===== src/rtl/tls_client_hello_sni_extractor_defines.svh =====
// Assertion macros shared by the TLS server-name extractor RTL.
// Depends on nothing; files that check their logic include it.
`ifndef TLS_CLIENT_HELLO_SNI_EXTRACTOR_DEFINES_SVH
`define TLS_CLIENT_HELLO_SNI_EXTRACTOR_DEFINES_SVH

// Checked at every rising clock edge, ignored while reset is asserted.
`define TCSE_ASSERT(label, prop, msg) \
  label: assert property (@(posedge clk_i) disable iff (!rst_ni) (prop)) else $error(msg);

// Checked at every rising clock edge, reset included.
`define TCSE_ASSERT_ALWAYS(label, prop, msg) \
  label: assert property (@(posedge clk_i) (prop)) else $error(msg);

`endif


===== src/rtl/tcse_pkg.sv =====
// Types and constants of the TLS server-name extractor.
// Used by the parser core and the top level; depends on nothing.
package tcse_pkg;

  typedef enum logic [15:0] {
    PS_REC_TYPE  = 16'h0001,
    PS_REC_VER   = 16'h0002,
    PS_REC_LEN   = 16'h0004,
    PS_HS_TYPE   = 16'h0008,
    PS_HS_LEN    = 16'h0010,
    PS_HS_VER    = 16'h0020,
    PS_SID       = 16'h0040,
    PS_CIPH      = 16'h0080,
    PS_COMP      = 16'h0100,
    PS_EXT_TOTAL = 16'h0200,
    PS_EXT_TYPE  = 16'h0400,
    PS_EXT_LEN   = 16'h0800,
    PS_SNI_LIST  = 16'h1000,
    PS_SNI_NTYPE = 16'h2000,
    PS_SNI_NLEN  = 16'h4000,
    PS_SNI_NAME  = 16'h8000
  } parse_state_e;

  typedef enum logic [1:0] {
    ERR_NONE       = 2'd0,
    ERR_DUP_SNI    = 2'd1,
    ERR_LIST_SHORT = 2'd2
  } err_e;

  localparam logic [7:0]  RecHandshake   = 8'd22;
  localparam logic [7:0]  HsClientHello  = 8'd1;
  localparam logic [15:0] ExtServerName  = 16'd0;

  typedef struct packed {
    parse_state_e ps;
    logic [1:0]   cnt;
    logic [23:0]  shift;
    logic [23:0]  skip;
    logic [7:0]   rec_type;
    logic [7:0]   hs_type;
    logic [15:0]  ext_total;
    logic [17:0]  ext_cons;
    logic [15:0]  ext_kind;
    logic [15:0]  list_len;
    logic [15:0]  host_rem;
    logic         captured;
    err_e         err;
    logic [31:0]  payload;
  } parse_regs_t;

  localparam parse_regs_t ParseRegsReset = '{
    ps:        PS_REC_TYPE,
    cnt:       2'd0,
    shift:     24'd0,
    skip:      24'd0,
    rec_type:  8'd0,
    hs_type:   8'd0,
    ext_total: 16'd0,
    ext_cons:  18'd0,
    ext_kind:  16'd0,
    list_len:  16'd0,
    host_rem:  16'd0,
    captured:  1'b0,
    err:       ERR_NONE,
    payload:   32'd0
  };

  typedef struct packed {
    logic        name_valid;
    logic [7:0]  name_byte;
    logic        name_last;
    logic        sni_found;
    err_e        error_code;
    logic [31:0] payload_total;
  } result_t;

endpackage


===== src/rtl/tls_client_hello_sni_extractor.sv =====
// Top level of the TLS ClientHello server-name extractor.
// Instantiates tcse_parser; depends on tcse_pkg and the assertion macros header.
//
// The input channel takes one stream byte per request on data_byte_i, with
// new_stream_i set on the first byte of a new connection to clear all parser
// state before that byte is parsed. in_valid_i/in_stall_o carry the handshake.
// Every accepted byte yields exactly one result request on the output channel
// (out_valid_o/out_stall_i): the host-name byte flags and byte, the
// sni_found flag, the latched error code and the running sum of record lengths.
// A byte is held in an input register, parsed once the result register can take
// it, and its result is registered at the end of the cycle in which it is parsed.
// One byte is taken every cycle while the receiver does not stall; the parser
// updates its state in the same cycle as the byte's result is registered.
// While the receiver stalls the result register holds its request and the
// input register keeps the next byte, so in_stall_o rises once both are full.
// Reset clears the parser state and empties both registers; no result is
// lost or repeated across a stall.
`include "tls_client_hello_sni_extractor_defines.svh"

module tls_client_hello_sni_extractor #(
  parameter int RANDOM_BYTES = 32
) (
  input  logic        clk_i,
  input  logic        rst_ni,
  input  logic        in_valid_i,
  output logic        in_stall_o,
  input  logic [7:0]  data_byte_i,
  input  logic        new_stream_i,
  output logic        out_valid_o,
  input  logic        out_stall_i,
  output logic        name_valid_o,
  output logic [7:0]  name_byte_o,
  output logic        name_last_o,
  output logic        sni_found_o,
  output logic [1:0]  error_code_o,
  output logic [31:0] payload_total_o
);
  import tcse_pkg::*;

  logic       s1_valid_q, s1_valid_d;
  logic [7:0] s1_data_q;
  logic       s1_new_q;
  logic       out_valid_q, out_valid_d;
  result_t    out_res_q;
  result_t    parse_res;
  logic       out_ready, s1_move, s1_stall, in_accept;

  assign out_ready   = !out_valid_q || !out_stall_i;
  assign s1_move     = s1_valid_q && out_ready;
  assign s1_stall    = s1_valid_q && !out_ready;
  assign in_stall_o  = s1_stall;
  assign in_accept   = in_valid_i && !s1_stall;
  assign s1_valid_d  = in_accept || (s1_valid_q && !s1_move);
  assign out_valid_d = s1_move || (out_valid_q && out_stall_i);

  tcse_parser #(
    .RANDOM_BYTES(RANDOM_BYTES)
  ) u_parser (
    .clk_i       (clk_i),
    .rst_ni      (rst_ni),
    .step_i      (s1_move),
    .data_byte_i (s1_data_q),
    .new_stream_i(s1_new_q),
    .result_o    (parse_res)
  );

  always_ff @(posedge clk_i or negedge rst_ni) begin
    if (!rst_ni) begin
      s1_valid_q  <= 1'b0;
      out_valid_q <= 1'b0;
    end else begin
      s1_valid_q  <= s1_valid_d;
      out_valid_q <= out_valid_d;
    end
  end

  always_ff @(posedge clk_i) begin
    if (in_accept) begin
      s1_data_q <= data_byte_i;
      s1_new_q  <= new_stream_i;
    end
    if (s1_move) begin
      out_res_q <= parse_res;
    end
  end

  assign out_valid_o     = out_valid_q;
  assign name_valid_o    = out_res_q.name_valid;
  assign name_byte_o     = out_res_q.name_byte;
  assign name_last_o     = out_res_q.name_last;
  assign sni_found_o     = out_res_q.sni_found;
  assign error_code_o    = out_res_q.error_code;
  assign payload_total_o = out_res_q.payload_total;

  `TCSE_ASSERT(a_parse_fills_output,
      s1_move |=> out_valid_o,
      "parsed byte did not reach the result register")
  `TCSE_ASSERT(a_empty_output_no_stall,
      !out_valid_o |-> !in_stall_o,
      "input stalled while the result register was empty")
  `TCSE_ASSERT(a_error_no_name,
      out_valid_o && error_code_o != ERR_NONE |-> !name_valid_o,
      "host-name byte reported together with an error")

endmodule


===== src/rtl/tcse_parser.sv =====
// Record and ClientHello parser: state registers and the per-byte update.
// Depends on tcse_pkg and the assertion macros header.
`include "tls_client_hello_sni_extractor_defines.svh"

module tcse_parser #(
  parameter int RANDOM_BYTES = 32
) (
  input  logic              clk_i,
  input  logic              rst_ni,
  input  logic              step_i,
  input  logic [7:0]        data_byte_i,
  input  logic              new_stream_i,
  output tcse_pkg::result_t result_o
);
  import tcse_pkg::*;

  parse_regs_t  state_q, state_d, cur;
  parse_state_e ps;
  logic [2:0]   cnt_inc;
  logic         done2, done3;
  logic [23:0]  shift_nx;
  logic [15:0]  word16;
  logic [15:0]  list_rest;
  logic [15:0]  rem_m1;
  logic         nv, nl;
  logic [7:0]   nb;

  assign cur      = new_stream_i ? ParseRegsReset : state_q;
  assign cnt_inc  = {1'b0, cur.cnt} + 3'd1;
  assign done2    = cnt_inc >= 3'd2;
  assign done3    = cnt_inc >= 3'd3;
  assign shift_nx = {cur.shift[15:0], data_byte_i};
  assign word16   = shift_nx[15:0];
  assign list_rest = cur.list_len - word16 - 16'd3;
  assign rem_m1   = cur.host_rem - 16'd1;

  always_comb begin
    state_d = cur;
    ps      = cur.ps;
    nv      = 1'b0;
    nb      = 8'd0;
    nl      = 1'b0;
    if (cur.err != ERR_NONE) begin
      state_d = cur;
    end else if (cur.skip != 24'd0) begin
      state_d.skip = cur.skip - 24'd1;
    end else begin
      if (cur.ps == PS_EXT_TYPE && cur.ext_cons >= {2'b00, cur.ext_total}) begin
        ps = PS_REC_TYPE;
      end
      state_d.ps = ps;
      unique case (ps)
        PS_REC_VER: begin
          state_d.shift = shift_nx;
          state_d.cnt   = done2 ? 2'd0 : cnt_inc[1:0];
          if (done2) begin
            state_d.ps = PS_REC_LEN;
          end
        end
        PS_REC_LEN: begin
          state_d.shift = shift_nx;
          state_d.cnt   = done2 ? 2'd0 : cnt_inc[1:0];
          if (done2) begin
            state_d.payload = cur.payload + {16'd0, word16};
            if (cur.rec_type == RecHandshake) begin
              state_d.ps = PS_HS_TYPE;
            end else begin
              state_d.skip = {8'd0, word16};
              state_d.ps   = PS_REC_TYPE;
            end
          end
        end
        PS_HS_TYPE: begin
          state_d.hs_type = data_byte_i;
          state_d.ps      = PS_HS_LEN;
        end
        PS_HS_LEN: begin
          state_d.shift = shift_nx;
          state_d.cnt   = done3 ? 2'd0 : cnt_inc[1:0];
          if (done3) begin
            if (cur.hs_type != HsClientHello) begin
              state_d.skip = shift_nx;
              state_d.ps   = PS_REC_TYPE;
            end else begin
              state_d.ps = PS_HS_VER;
            end
          end
        end
        PS_HS_VER: begin
          state_d.shift = shift_nx;
          state_d.cnt   = done2 ? 2'd0 : cnt_inc[1:0];
          if (done2) begin
            state_d.skip = 24'(RANDOM_BYTES);
            state_d.ps   = PS_SID;
          end
        end
        PS_SID: begin
          state_d.skip = {16'd0, data_byte_i};
          state_d.ps   = PS_CIPH;
        end
        PS_CIPH: begin
          state_d.shift = shift_nx;
          state_d.cnt   = done2 ? 2'd0 : cnt_inc[1:0];
          if (done2) begin
            state_d.skip = {8'd0, word16};
            state_d.ps   = PS_COMP;
          end
        end
        PS_COMP: begin
          state_d.skip = {16'd0, data_byte_i};
          state_d.ps   = PS_EXT_TOTAL;
        end
        PS_EXT_TOTAL: begin
          state_d.shift = shift_nx;
          state_d.cnt   = done2 ? 2'd0 : cnt_inc[1:0];
          if (done2) begin
            state_d.ext_total = word16;
            state_d.ext_cons  = 18'd0;
            state_d.ps        = PS_EXT_TYPE;
          end
        end
        PS_EXT_TYPE: begin
          state_d.shift = shift_nx;
          state_d.cnt   = done2 ? 2'd0 : cnt_inc[1:0];
          if (done2) begin
            state_d.ext_kind = word16;
            state_d.ps       = PS_EXT_LEN;
          end
        end
        PS_EXT_LEN: begin
          state_d.shift = shift_nx;
          state_d.cnt   = done2 ? 2'd0 : cnt_inc[1:0];
          if (done2) begin
            state_d.ext_cons = cur.ext_cons + {2'b00, word16} + 18'd4;
            if (cur.ext_kind == ExtServerName) begin
              if (cur.captured) begin
                state_d.err = ERR_DUP_SNI;
              end else begin
                state_d.ps = PS_SNI_LIST;
              end
            end else begin
              state_d.skip = {8'd0, word16};
              state_d.ps   = PS_EXT_TYPE;
            end
          end
        end
        PS_SNI_LIST: begin
          state_d.shift = shift_nx;
          state_d.cnt   = done2 ? 2'd0 : cnt_inc[1:0];
          if (done2) begin
            state_d.list_len = word16;
            state_d.ps       = PS_SNI_NTYPE;
          end
        end
        PS_SNI_NTYPE: begin
          state_d.ps = PS_SNI_NLEN;
        end
        PS_SNI_NLEN: begin
          state_d.shift = shift_nx;
          state_d.cnt   = done2 ? 2'd0 : cnt_inc[1:0];
          if (done2) begin
            if ({1'b0, cur.list_len} < ({1'b0, word16} + 17'd3)) begin
              state_d.err = ERR_LIST_SHORT;
            end else begin
              state_d.list_len = list_rest;
              state_d.host_rem = word16;
              if (word16 == 16'd0) begin
                state_d.captured = 1'b1;
                state_d.skip     = {8'd0, list_rest};
                state_d.ps       = PS_EXT_TYPE;
              end else begin
                state_d.ps = PS_SNI_NAME;
              end
            end
          end
        end
        PS_SNI_NAME: begin
          nv               = 1'b1;
          nb               = data_byte_i;
          state_d.host_rem = rem_m1;
          if (rem_m1 == 16'd0) begin
            nl               = 1'b1;
            state_d.captured = 1'b1;
            state_d.skip     = {8'd0, cur.list_len};
            state_d.ps       = PS_EXT_TYPE;
          end
        end
        default: begin
          state_d.rec_type = data_byte_i;
          state_d.cnt      = 2'd0;
          state_d.ps       = PS_REC_VER;
        end
      endcase
    end
  end

  always_ff @(posedge clk_i or negedge rst_ni) begin
    if (!rst_ni) begin
      state_q <= ParseRegsReset;
    end else if (step_i) begin
      state_q <= state_d;
    end
  end

  assign result_o.name_valid    = nv;
  assign result_o.name_byte     = nb;
  assign result_o.name_last     = nl;
  assign result_o.sni_found     = state_d.captured;
  assign result_o.error_code    = state_d.err;
  assign result_o.payload_total = state_d.payload;

  `TCSE_ASSERT(a_error_freezes,
      step_i && !new_stream_i && state_q.err != ERR_NONE |=> state_q == $past(state_q),
      "parser state changed while an error was latched")
  `TCSE_ASSERT(a_skip_counts_down,
      step_i && !new_stream_i && state_q.err == ERR_NONE && state_q.skip != 24'd0
      |=> state_q.skip == $past(state_q.skip) - 24'd1 && state_q.ps == $past(state_q.ps),
      "skip counter did not count down by one")
  `TCSE_ASSERT_ALWAYS(a_last_has_valid,
      result_o.name_last |-> result_o.name_valid && result_o.sni_found,
      "last name byte without a valid name byte")

endmodule


===== config.mk =====
export PLATFORM = sky130hd
export DESIGN_NAME = tls_client_hello_sni_extractor
export DESIGN_NICKNAME = d
export VERILOG_FILES = /design/src/rtl/tcse_pkg.sv /design/src/rtl/tls_client_hello_sni_extractor.sv /design/src/rtl/tcse_parser.sv
export VERILOG_INCLUDE_DIRS = /design/src /design/src/rtl
export SDC_FILE = /design/constraint.sdc
export NUM_CORES = 1
export LEC_CHECK = 0
export BUFFER_PORTS_ARGS = -buffer_cell sky130_fd_sc_hd__clkbuf_2
export CAP_MARGIN = 40
export CELL_PAD_IN_SITES_DETAIL_PLACEMENT = 0
export CELL_PAD_IN_SITES_GLOBAL_PLACEMENT = 2
export CORE_MARGIN = 2
export CORE_UTILIZATION = 35
export CTS_CLUSTER_SIZE = 28
export DETAILED_ROUTE_END_ITERATION = 10
export PLACE_DENSITY = 0.81
export REMOVE_ABC_BUFFERS = 1
export SETUP_SLACK_MARGIN = 0.3
export SYNTH_ARGS = -nofsm -noshare
export SYNTH_HDL_FRONTEND = slang
export SYNTH_SLANG_ARGS = --single-unit

===== constraint.sdc =====
create_clock -name clk_i -period 7.85 [get_ports clk_i]
set_clock_uncertainty 0.2 [all_clocks]
set_input_delay 0.785 -clock clk_i [delete_from_list [all_inputs] [get_ports clk_i]]
set_output_delay 0.785 -clock clk_i [all_outputs]
set_load 0.005 [all_outputs]

==> out/qor.yml, run 1 <==
drive_gt1_share_pct: 11.1
cp_max_fo: 11
worst_pin_slew_ps: 943
drv_slew: 0
synth_edf_count: 54
top_layer: "met4"
cts_root_buffer: "clkbuf_16"
critPathArrivalTime_ps: 5900
htreeDepth: 1
power_mw: 4.01
ys_warn_count: 0
antenna_found_initial: 1
setup_viol: 0
whs_path_depth: 1
synthTopCellsByCount: "nand2_1, dfrtp_1, o21ai_0"
hpwl_um: 48600
core_area_mm2: 0.0512
cp-end-kind: "flip-flop"
status: "finished, final reports clean"
gp_congestion: 0.957
start_kind: "flip-flop"
ys_async_sr_fraction_pct: 78.1
cts_setup_buffers: 0
wire_per_inst_um: 24.4
cts.clk_slew.worst_paths_ps: 70
via_per_inst: 6.01
drt_wl_total_um: 69400
holdBufCountCts: 1
cp_slowest_stage_delay_ps: 790
maxClockFrequency_ghz: 0.181
crit_slowest_cell: "edfxtp_1"
place_worst_setup_slack_ps: 2340
syn-mean-instance-area_um2: 8.62
period_share_pct: 70.5
ios: 60
drt_iter0_markers: 1639
grt_max_degree: 155
ys_top_cells_by_area: "dfrtp_1, edfxtp_1, ha_1"
initial_core_util_pct: 35.3
drt_first_pass_iters: 6
die_w_um: 231
grt_pass1_wl_um: 106000
worstPathCellList: "inv_1 -> ha_1 -> nand3b_1 -> nor3_1 -> nand3_1 -> xor2_1 -> ha_1 -> a2111oi_0 -> o21ai_0 -> o211ai_1 -> buf_4 -> a211oi_1 -> o21ai_1 -> a22o_1"
vdd_drop_max_mv: 0.172
multiInputGateArea_mm2: 0.0108
met2WireLength_um: 30600
grt_overflow: 0
die_h_um: 231
drc_errors: 0
rows: 83
r2r_end: "u_parser.state_q[46]"
fill_cells: 5129
cp_data_required_time_ps: 8220
ys_types: 100
vias: 17076
nets: 2268
syn_area_mm2: 0.0181
ant_nets: 0
wl_met1_um: 30900
finalHoldViolCount: 0
final-seq-area_mm2: 0.00645
yosys.cell_count.top_type: "nand2_1"
endpoint: "u_parser.state_q[46]"
p_leak_nw: 8.89
grt_use_total_pct: 25.9
r2r_slack_ps: 2310
setup_ws_ps: 2310
clock-sinks: 247
grt_pass1_vias: 16403
synth_top_area_share_pct: 26.6
rsz0062_at_grt: "false"
postSynthCellCount: 2098
die_area_mm2: 0.0535
r2r_start: "s1_data_q[1]"
powerDensity_mw_per_mm2: 197
rr_worst_depth: 14
setup-tns-final_ps: 0
maxCapViolCount: 0
clockBufferDepth: 3
cpMostUsedCell: "ha_1"
period_minus_slack_ps: 5540
cts_inserted_buffers: 30
hp-class: "in -> reg"
cp-startpoint: "s1_data_q[1]"
synth_seq_area_share_pct: 35.7
critPathKind: "reg -> reg"
portBuffers: 59
ys.flop_type: "dfrtp_1"
cts_tree: "yes"
yosys.area.top_type: "dfrtp_1"
yosys_register_bits: 247
clk_latency_ps: 640
slew_headroom_pct: 37.1
wl_met3_um: 5010
area_growth_pct: 12.6
cts.repair.resized: 0
[area by class of cell]
| type | instances | area share (%) |
|---|---|---|
| clock inverters | 18 | 1.22 |
| inverters | 96 | 1.78 |
| multi-input cells | 1645 | 53.2 |
| repair buffers | 118 | 3.98 |
| clock buffers | 38 | 3.98 |
| flip-flops and latches | 247 | 31.7 |
| well taps | 680 | 4.18 |
| diodes | 1 | 0.0123 |
[critical path: cells and delay by family, from the launching register on]
family | cells | cell delay, ps
buffers and inverters | 2 | 610
flip-flops | 1 | 790
AO/OA/AOI/OAI | 6 | 2300
AND/OR/NAND/NOR | 3 | 730
XOR/XNOR | 1 | 180
adder cells (fa/ha/maj) | 2 | 640
[metal layers]
metal | up-vias | GRT usage, %
met4 | 0 | 10.1
met5 | - | 0
met3 | 165 | 3.88
met1 | 8409 | 36.4
met2 | 705 | 39.8
li1 | 7797 | -
[worst min-delay path by stage]
stage                                    from                   to  slack [ps]
after floorplan           u_parser.state_q[0]  u_parser.state_q[0]         240
after global placement    u_parser.state_q[3]  u_parser.state_q[3]         250
after detailed placement  u_parser.state_q[0]  u_parser.state_q[0]         250
after CTS                      data_byte_i[6]         s1_data_q[6]         100
after global routing           data_byte_i[3]         s1_data_q[3]         120
final                          data_byte_i[6]         s1_data_q[6]         130
[state kept, by name (all words and copies together) (netlist names)]
signal	count
error_code_o	2
name_byte_o	8
name_last_o	1
name_valid_o	1
out_valid_o	1
payload_total_o	32
s1_data_q	8
s1_new_q	1
s1_valid_q	1
sni_found_o	1
u_parser.state_q	191
[stage by stage]
step / util, % / area (um2) / hold slack, ps / std cells
after floorplan: - / 17600 / 238 / 1988
after global placement: 37.4 / 19200 / 254 / 2774
after detailed placement: 37.7 / 19300 / 254 / 2785
after CTS: 39.8 / 20400 / 103 / 2842
after global routing: 39.8 / 20400 / 119 / 2842
final: 39.8 / 20400 / 127 / 2843
[cells by family (layout without fill, tap and decap cells)]
logic type               Yosys count  in the layout  synth area share (%)
XOR/XNOR                          80             80                  3.87
other                              0              1                     0
AND/OR/NAND/NOR                  775            775                  21.8
adder cells (fa/ha/maj)          117            117                  8.22
flip-flops                       247            247                  35.7
buffers and inverters            206            270                  4.48
AO/OA/AOI/OAI                    623            623                  23.0
multiplexers                      50             50                  2.90
[power breakdown]
| part | internal (mW) | total [mW] | switching [mW] |
|---|---|---|---|
| logic | 0.328 | 0.933 | 0.604 |
| clock network | 0.897 | 1.52 | 0.624 |
| registers | 1.42 | 1.56 | 0.141 |
[placed cells by master (no fill, tap or decap), types with 20 or more instances in the layout]
| master | synthesis | layout |
|---|---|---|
| nand2_1 | 253 | 252 |
| a22o_1 | 70 | 70 |
| ha_1 | 114 | 113 |
| a21oi_1 | 137 | 137 |
| dfrtp_1 | 192 | 192 |
| inv_1 | 94 | 92 |
| mux2i_1 | 31 | 31 |
| xnor2_1 | 61 | 61 |
| nand2b_1 | 20 | 20 |
| clkbuf_2 | 0 | 58 |
| nand3_1 | 58 | 58 |
| nor3_1 | 59 | 59 |
| nor2_1 | 153 | 153 |
| a21o_1 | 23 | 23 |
| nor4_1 | 28 | 28 |
| clkbuf_16 | 0 | 30 |
| a31oi_1 | 20 | 20 |
| buf_4 | 3 | 48 |
| o21ai_0 | 165 | 165 |
| edfxtp_1 | 54 | 54 |
| nor2b_1 | 65 | 65 |
| a22oi_1 | 21 | 21 |
Note: power is estimated with default switching activity, not from simulation.
==> run 2, diff against run 1 <==
- clock period: 7.85 -> 5.7 ns (I/O delays scaled with it)
==> out/qor.yml, run 2 (same netlist as run 1, synthesis figures left out) <==
status: "finished, final reports clean"
worstPathCellList: "buf_4 -> buf_12 -> nor2b_1 -> ha_1 -> a211oi_1 -> o21ai_0 -> a211oi_1 -> inv_1 -> nor4_1 -> nand3_1 -> nor2_2 -> a22oi_1 -> o21ai_0"
grt_max_degree: 80
largest_reg_flops: 191
htreeDepth: 1
powerDensity_mw_per_mm2: 264
r2r_start: "s1_new_q"
rr_worst_depth: 13
cts.clk_slew.worst_paths_ps: 60
cp-end-kind: "flip-flop"
die_h_um: 231
portBuffers: 59
period_share_pct: 86.4
cts_root_buffer: "clkbuf_16"
initial_core_util_pct: 35.3
whs_path_depth: 1
vdd_drop_max_mv: 0.259
die_area_mm2: 0.0535
hp-start: "new_stream_i"
maxCapViolCount: 0
gp_congestion: 0.978
drv_slew: 0
drt_iter0_markers: 1720
cp_max_fo: 79
crit_slowest_cell: "nor2_2"
fill_cells: 5165
hpwl_um: 50500
cp.buffers_inverters: 3
p_comb_share_pct: 24.1
cts_inserted_buffers: 30
holdPathEnd: "s1_new_q"
placed_cells: 2809
final-seq-area_mm2: 0.00645
setup-tns-final_ps: 0
setup_ws_ps: 774
clk_latency_ps: 600
drive_gt1_share_pct: 12.0
grt_use_total_pct: 25.8
multiInputGateArea_mm2: 0.0108
design_area_mm2: 0.0205
regMostFlops: "u_parser.state_q"
grt_pass1_wl_um: 105000
grt_pass1_vias: 16422
layout_common_cells: "nand2_1, dfrtp_1, o21ai_0"
setup_viol: 0
clock-sinks: 247
via_per_inst: 5.99
cp_slowest_stage_delay_ps: 690
drt_wl_total_um: 69700
placed_area_mm2: 0.0195
p_sw_mw: 1.89
rows: 83
clockBufferDepth: 3
worst_pin_slew_ps: 913
hp-class: "in -> reg"
drc_errors: 0
final_cells: 2874
final_common_cell: "nand2_1"
start_kind: "flip-flop"
place_worst_setup_slack_ps: 911
critPathArrivalTime_ps: 5230
cp_data_required_time_ps: 6000
cts_setup_buffers: 0
ant_nets: 0
core_area_mm2: 0.0512
switching_share_pct: 34.7
period_minus_slack_ps: 4930
rsz0062_at_grt: "false"
antenna_found_initial: 0
critPathKind: "reg -> reg"
diodes: 0
crit_family: "simple AND/OR/NAND/NOR gates"
intPower_mw: 3.54
holdWs_ps: 33.2
area_growth_pct: 13.5
ios: 60
die_w_um: 231
nets: 2300
wire_per_inst_um: 24.3
grt_overflow: 0
maxClockFrequency_ghz: 0.203
pwr-share-clk_pct: 36.4
slew_headroom_pct: 38.9
power_mw: 5.43
vias: 17205
p_leak_nw: 9.00
r2r_slack_ps: 770
cts_tree: "yes"
fin_util_pct: 40.1
r2r_end: "u_parser.state_q[82]"
finalHoldViolCount: 0
drt_first_pass_iters: 6
seq_power_share_pct: 39.6
==> run 2: power by group through the flow <==
stage          logic [mW]  registers [mW]  clock network, mW
2_1_floorplan       0.815            2.12                  0
3_3_place_gp         1.26            2.17                  0
3_5_place_dp         1.28            2.17                  0
4_1_cts              1.29            2.14               2.01
5_1_grt              1.43            2.17               2.08
6_report             1.31            2.15               1.97
==> run 2: area by class of cell <==
cell class                 instances  area share, %
multi-input combinational       1645           52.7
timing repair buffer             150           5.12
clock buffer                      35           3.85
clock inverter                    21          0.969
sequential                       247           31.4
tap                              680           4.14
inverter                          96           1.77
==> run 2: layer usage <==
metal / vias up / wire length, um / global-route usage [%]
li1: 7857 / - / -
met1: 8404 / 30900 / 36.4
met2: 776 / 30100 / 38.9
met3: 168 / 5360 / 4.28
met4: 0 / 3350 / 10.9
met5: - / 0 / 0
==> run 2: what timing repair did <==
item,CTS,global route
hold endpoints to repair,66,0
hold buffers,9,0
resized for setup,0,0
==> run 2: worst max-delay path by stage <==
stage	startpoint	slack, ps	cells past startpoint	endpoint
after floorplan	s1_new_q	-2630	8	u_parser.state_q[44]
after global placement	s1_new_q	910	13	u_parser.state_q[75]
after detailed placement	s1_new_q	910	13	u_parser.state_q[82]
after CTS	s1_new_q	880	13	u_parser.state_q[82]
after global routing	s1_new_q	510	13	u_parser.state_q[80]
final	s1_new_q	770	13	u_parser.state_q[82]
==> run 3, diff against run 2 <==
- ABC_AREA: not set -> 1
- PLACE_DENSITY: 0.81 -> 0.87
==> out/qor.yml, run 3 <==
status: "finished, final reports clean"
critPathArrivalTime_ps: 5290
r2r_start: "s1_new_q"
powerDensity_mw_per_mm2: 327
multiInputGateArea_mm2: 0.0122
die_w_um: 248
critPathKind: "reg -> reg"
seq_power_share_pct: 30.4
largest_reg_flops: 191
worst_pin_slew_ps: 884
switching_share_pct: 43.2
vias: 22222
cts_inserted_buffers: 35
grt_overflow: 0
top_layer: "met4"
ys.flop_type: "dfrtp_1"
drt_iter0_markers: 2426
grt_pass1_wl_um: 133000
clockBufferDepth: 3
wire_per_inst_um: 22.6
intPower_mw: 4.31
layout_common_cells: "nand2_1, inv_1, nor2_1"
hp-start: "data_byte_i[2]"
hpwl_um: 62700
portBuffers: 59
synth-xor-area-share_pct: 3.14
start_kind: "flip-flop"
synth_edf_count: 54
clock-sinks: 247
slew_headroom_pct: 40.7
grt_use_total_pct: 28.6
ys_warn_count: 0
maxClockFrequency_ghz: 0.200
syn-mean-instance-area_um2: 6.74
cp-end-kind: "flip-flop"
power_mw: 7.58
via_per_inst: 5.67
setup-tns-final_ps: 0
die_area_mm2: 0.0616
period_minus_slack_ps: 5010
p_sw_mw: 3.27
setup_viol: 0
hp-class: "in -> reg"
syn_area_mm2: 0.0209
yosys_register_bits: 247
grt_pass1_vias: 20701
ios: 60
wl_met3_um: 7000
fin_util_pct: 39.3
synth_top_area_share_pct: 23.0
antenna_found_initial: 0
ys_top_cells_by_area: "dfrtp_1, nand2_1, edfxtp_1"
maxCapViolCount: 0
ant_nets: 0
area_growth_pct: 11.2
cts.repair.resized: 0
nets: 3253
drc_errors: 0
synth_mux_area_share_pct: 0
diodes: 0
yosys.cell_count.top_type: "nand2_1"
final-seq-area_mm2: 0.00645
synth_fa_ha_area_share_pct: 7.12
p_leak_nw: 11.0
p_comb_share_pct: 40.4
period_share_pct: 87.9
ys_async_sr_fraction_pct: 78.1
drv_slew: 0
synthTopCellsByCount: "nand2_1, inv_1, nor2_1"
drive_gt1_share_pct: 8.96
cp_data_required_time_ps: 5980
rows: 89
postSynthCellCount: 3095
gp_congestion: 1.01
wl_met1_um: 38200
holdWs_ps: 41.8
synth_seq_area_share_pct: 30.9
fill_cells: 6305
synthSimpleGateAreaFrac_pct: 29.2
finalHoldViolCount: 0
pwr-share-clk_pct: 29.3
placed_area_mm2: 0.0220
initial_core_util_pct: 35.4
cp_max_fo: 40
cp-startpoint: "s1_new_q"
design_area_mm2: 0.0232
cts_tree: "yes"
vdd_drop_max_mv: 0.222
cts.clk_slew.worst_paths_ps: 60
cts_root_buffer: "clkbuf_16"
synth_top_family_by_area: "simple AND/OR/NAND/NOR gates"
drt_first_pass_iters: 8
drt_wl_total_um: 88800
final_common_cell: "nand2_1"
grt_max_degree: 119
yosys.area.top_type: "dfrtp_1"
die_h_um: 248
met2WireLength_um: 39000
ys_types: 67
htreeDepth: 2
core_area_mm2: 0.0590
synth-compound-area-share_pct: 19.1
rsz0062_at_grt: "false"
clk_latency_ps: 570
regMostFlops: "u_parser.state_q"
cts_setup_buffers: 0
## run 3: cell types whose count changed after synthesis, sizes merged, moves of 31 or more
| cell | delta |
|---|---|
| xnor2 | -48 |
| mux2i | -31 |
| nor2 | +221 |
| xor2 | +42 |
| a21oi | +100 |
| nand2 | +441 |
| nand3 | +129 |
| a22o | -68 |
| nand4 | +34 |
| nor2b | -65 |
| o21ai | +111 |
| inv | +302 |
## run 3: area by class of cell
class / count / share of cell area, %
Timing Repair Buffer: 131 / 3.90
Sequential cell: 247 / 27.8
Inverter: 403 / 6.54
Tap cell: 773 / 4.17
Clock inverter: 17 / 0.879
Clock buffer: 46 / 3.95
Multi-Input combinational cell: 2305 / 52.8
## run 3: power groups by stage
| stage | Sequential, mW | Clock [mW] | Combinational [mW] |
|---|---|---|---|
| after global routing | 2.34 | 2.34 | 3.37 |
| after CTS | 2.30 | 2.26 | 3.01 |
| final | 2.30 | 2.22 | 3.06 |
| after detailed placement | 2.33 | 0 | 2.99 |
| after global placement | 2.32 | 0 | 2.95 |
| after floorplan | 2.32 | 0 | 1.99 |
## run 3: logic make-up (layout without fill, tap and decap cells)
family | Yosys count | in the layout
flip-flops | 247 | 247
buffers and inverters | 543 | 597
XOR/XNOR | 74 | 74
AND/OR/NAND/NOR | 1400 | 1400
adder cells (fa/ha/maj) | 117 | 117
AO/OA/AOI/OAI | 714 | 714
## run 3: worst paths after layout
path | to | slack, ps | cells past startpoint
worst max register to register | u_parser.state_q[141] | 690 | 25
worst min register to register | u_parser.state_q[183] | 270 | 2
min in group asynchronous | u_parser.state_q[6] | 390 | 2
worst max-delay path | u_parser.state_q[141] | 690 | 25
worst min-delay path | s1_data_q[2] | 40 | 1
max in group asynchronous | u_parser.state_q[144] | 3760 | 3
## run 3: worst max-delay path, cell delays in order (launching register included)
cell and delay (ps):
edfxtp_1 500, inv_4 470, nand2_1 190, ha_1 350
nand2_1 70, nand2_1 50, nand4_1 80, nand2_1 60
nand2_1 50, nand2_1 70, nand2_1 70, nand2_1 170
nand2_2 190, nand2_4 130, nand3_4 150, nor2_1 60
buf_4 200, inv_2 360, nand2_1 100, nor2_1 380
nand2_1 270, inv_1 310, nand2_1 90, nand3_1 100
nand2_1 60, a21oi_1 140
## run 3: what timing repair did
action                     in CTS  in global routing
hold buffers                    5                  1
setup endpoints to repair       0                  0
hold endpoints to repair       93                  1
## run 3: per-layer routing
metal / vias to the layer above / global-route usage (%)
li1: 10359 / -
met4: 0 / 13.2
met5: - / 0
met2: 1021 / 45.1
met1: 10621 / 38.8
met3: 221 / 3.94
## run 3: stage by stage
step	worst slack [ps]	instances
after floorplan	-9160	2955
final	690	3922
after detailed placement	819	3853
after CTS	794	3921
after global placement	839	3852
after global routing	399	3922
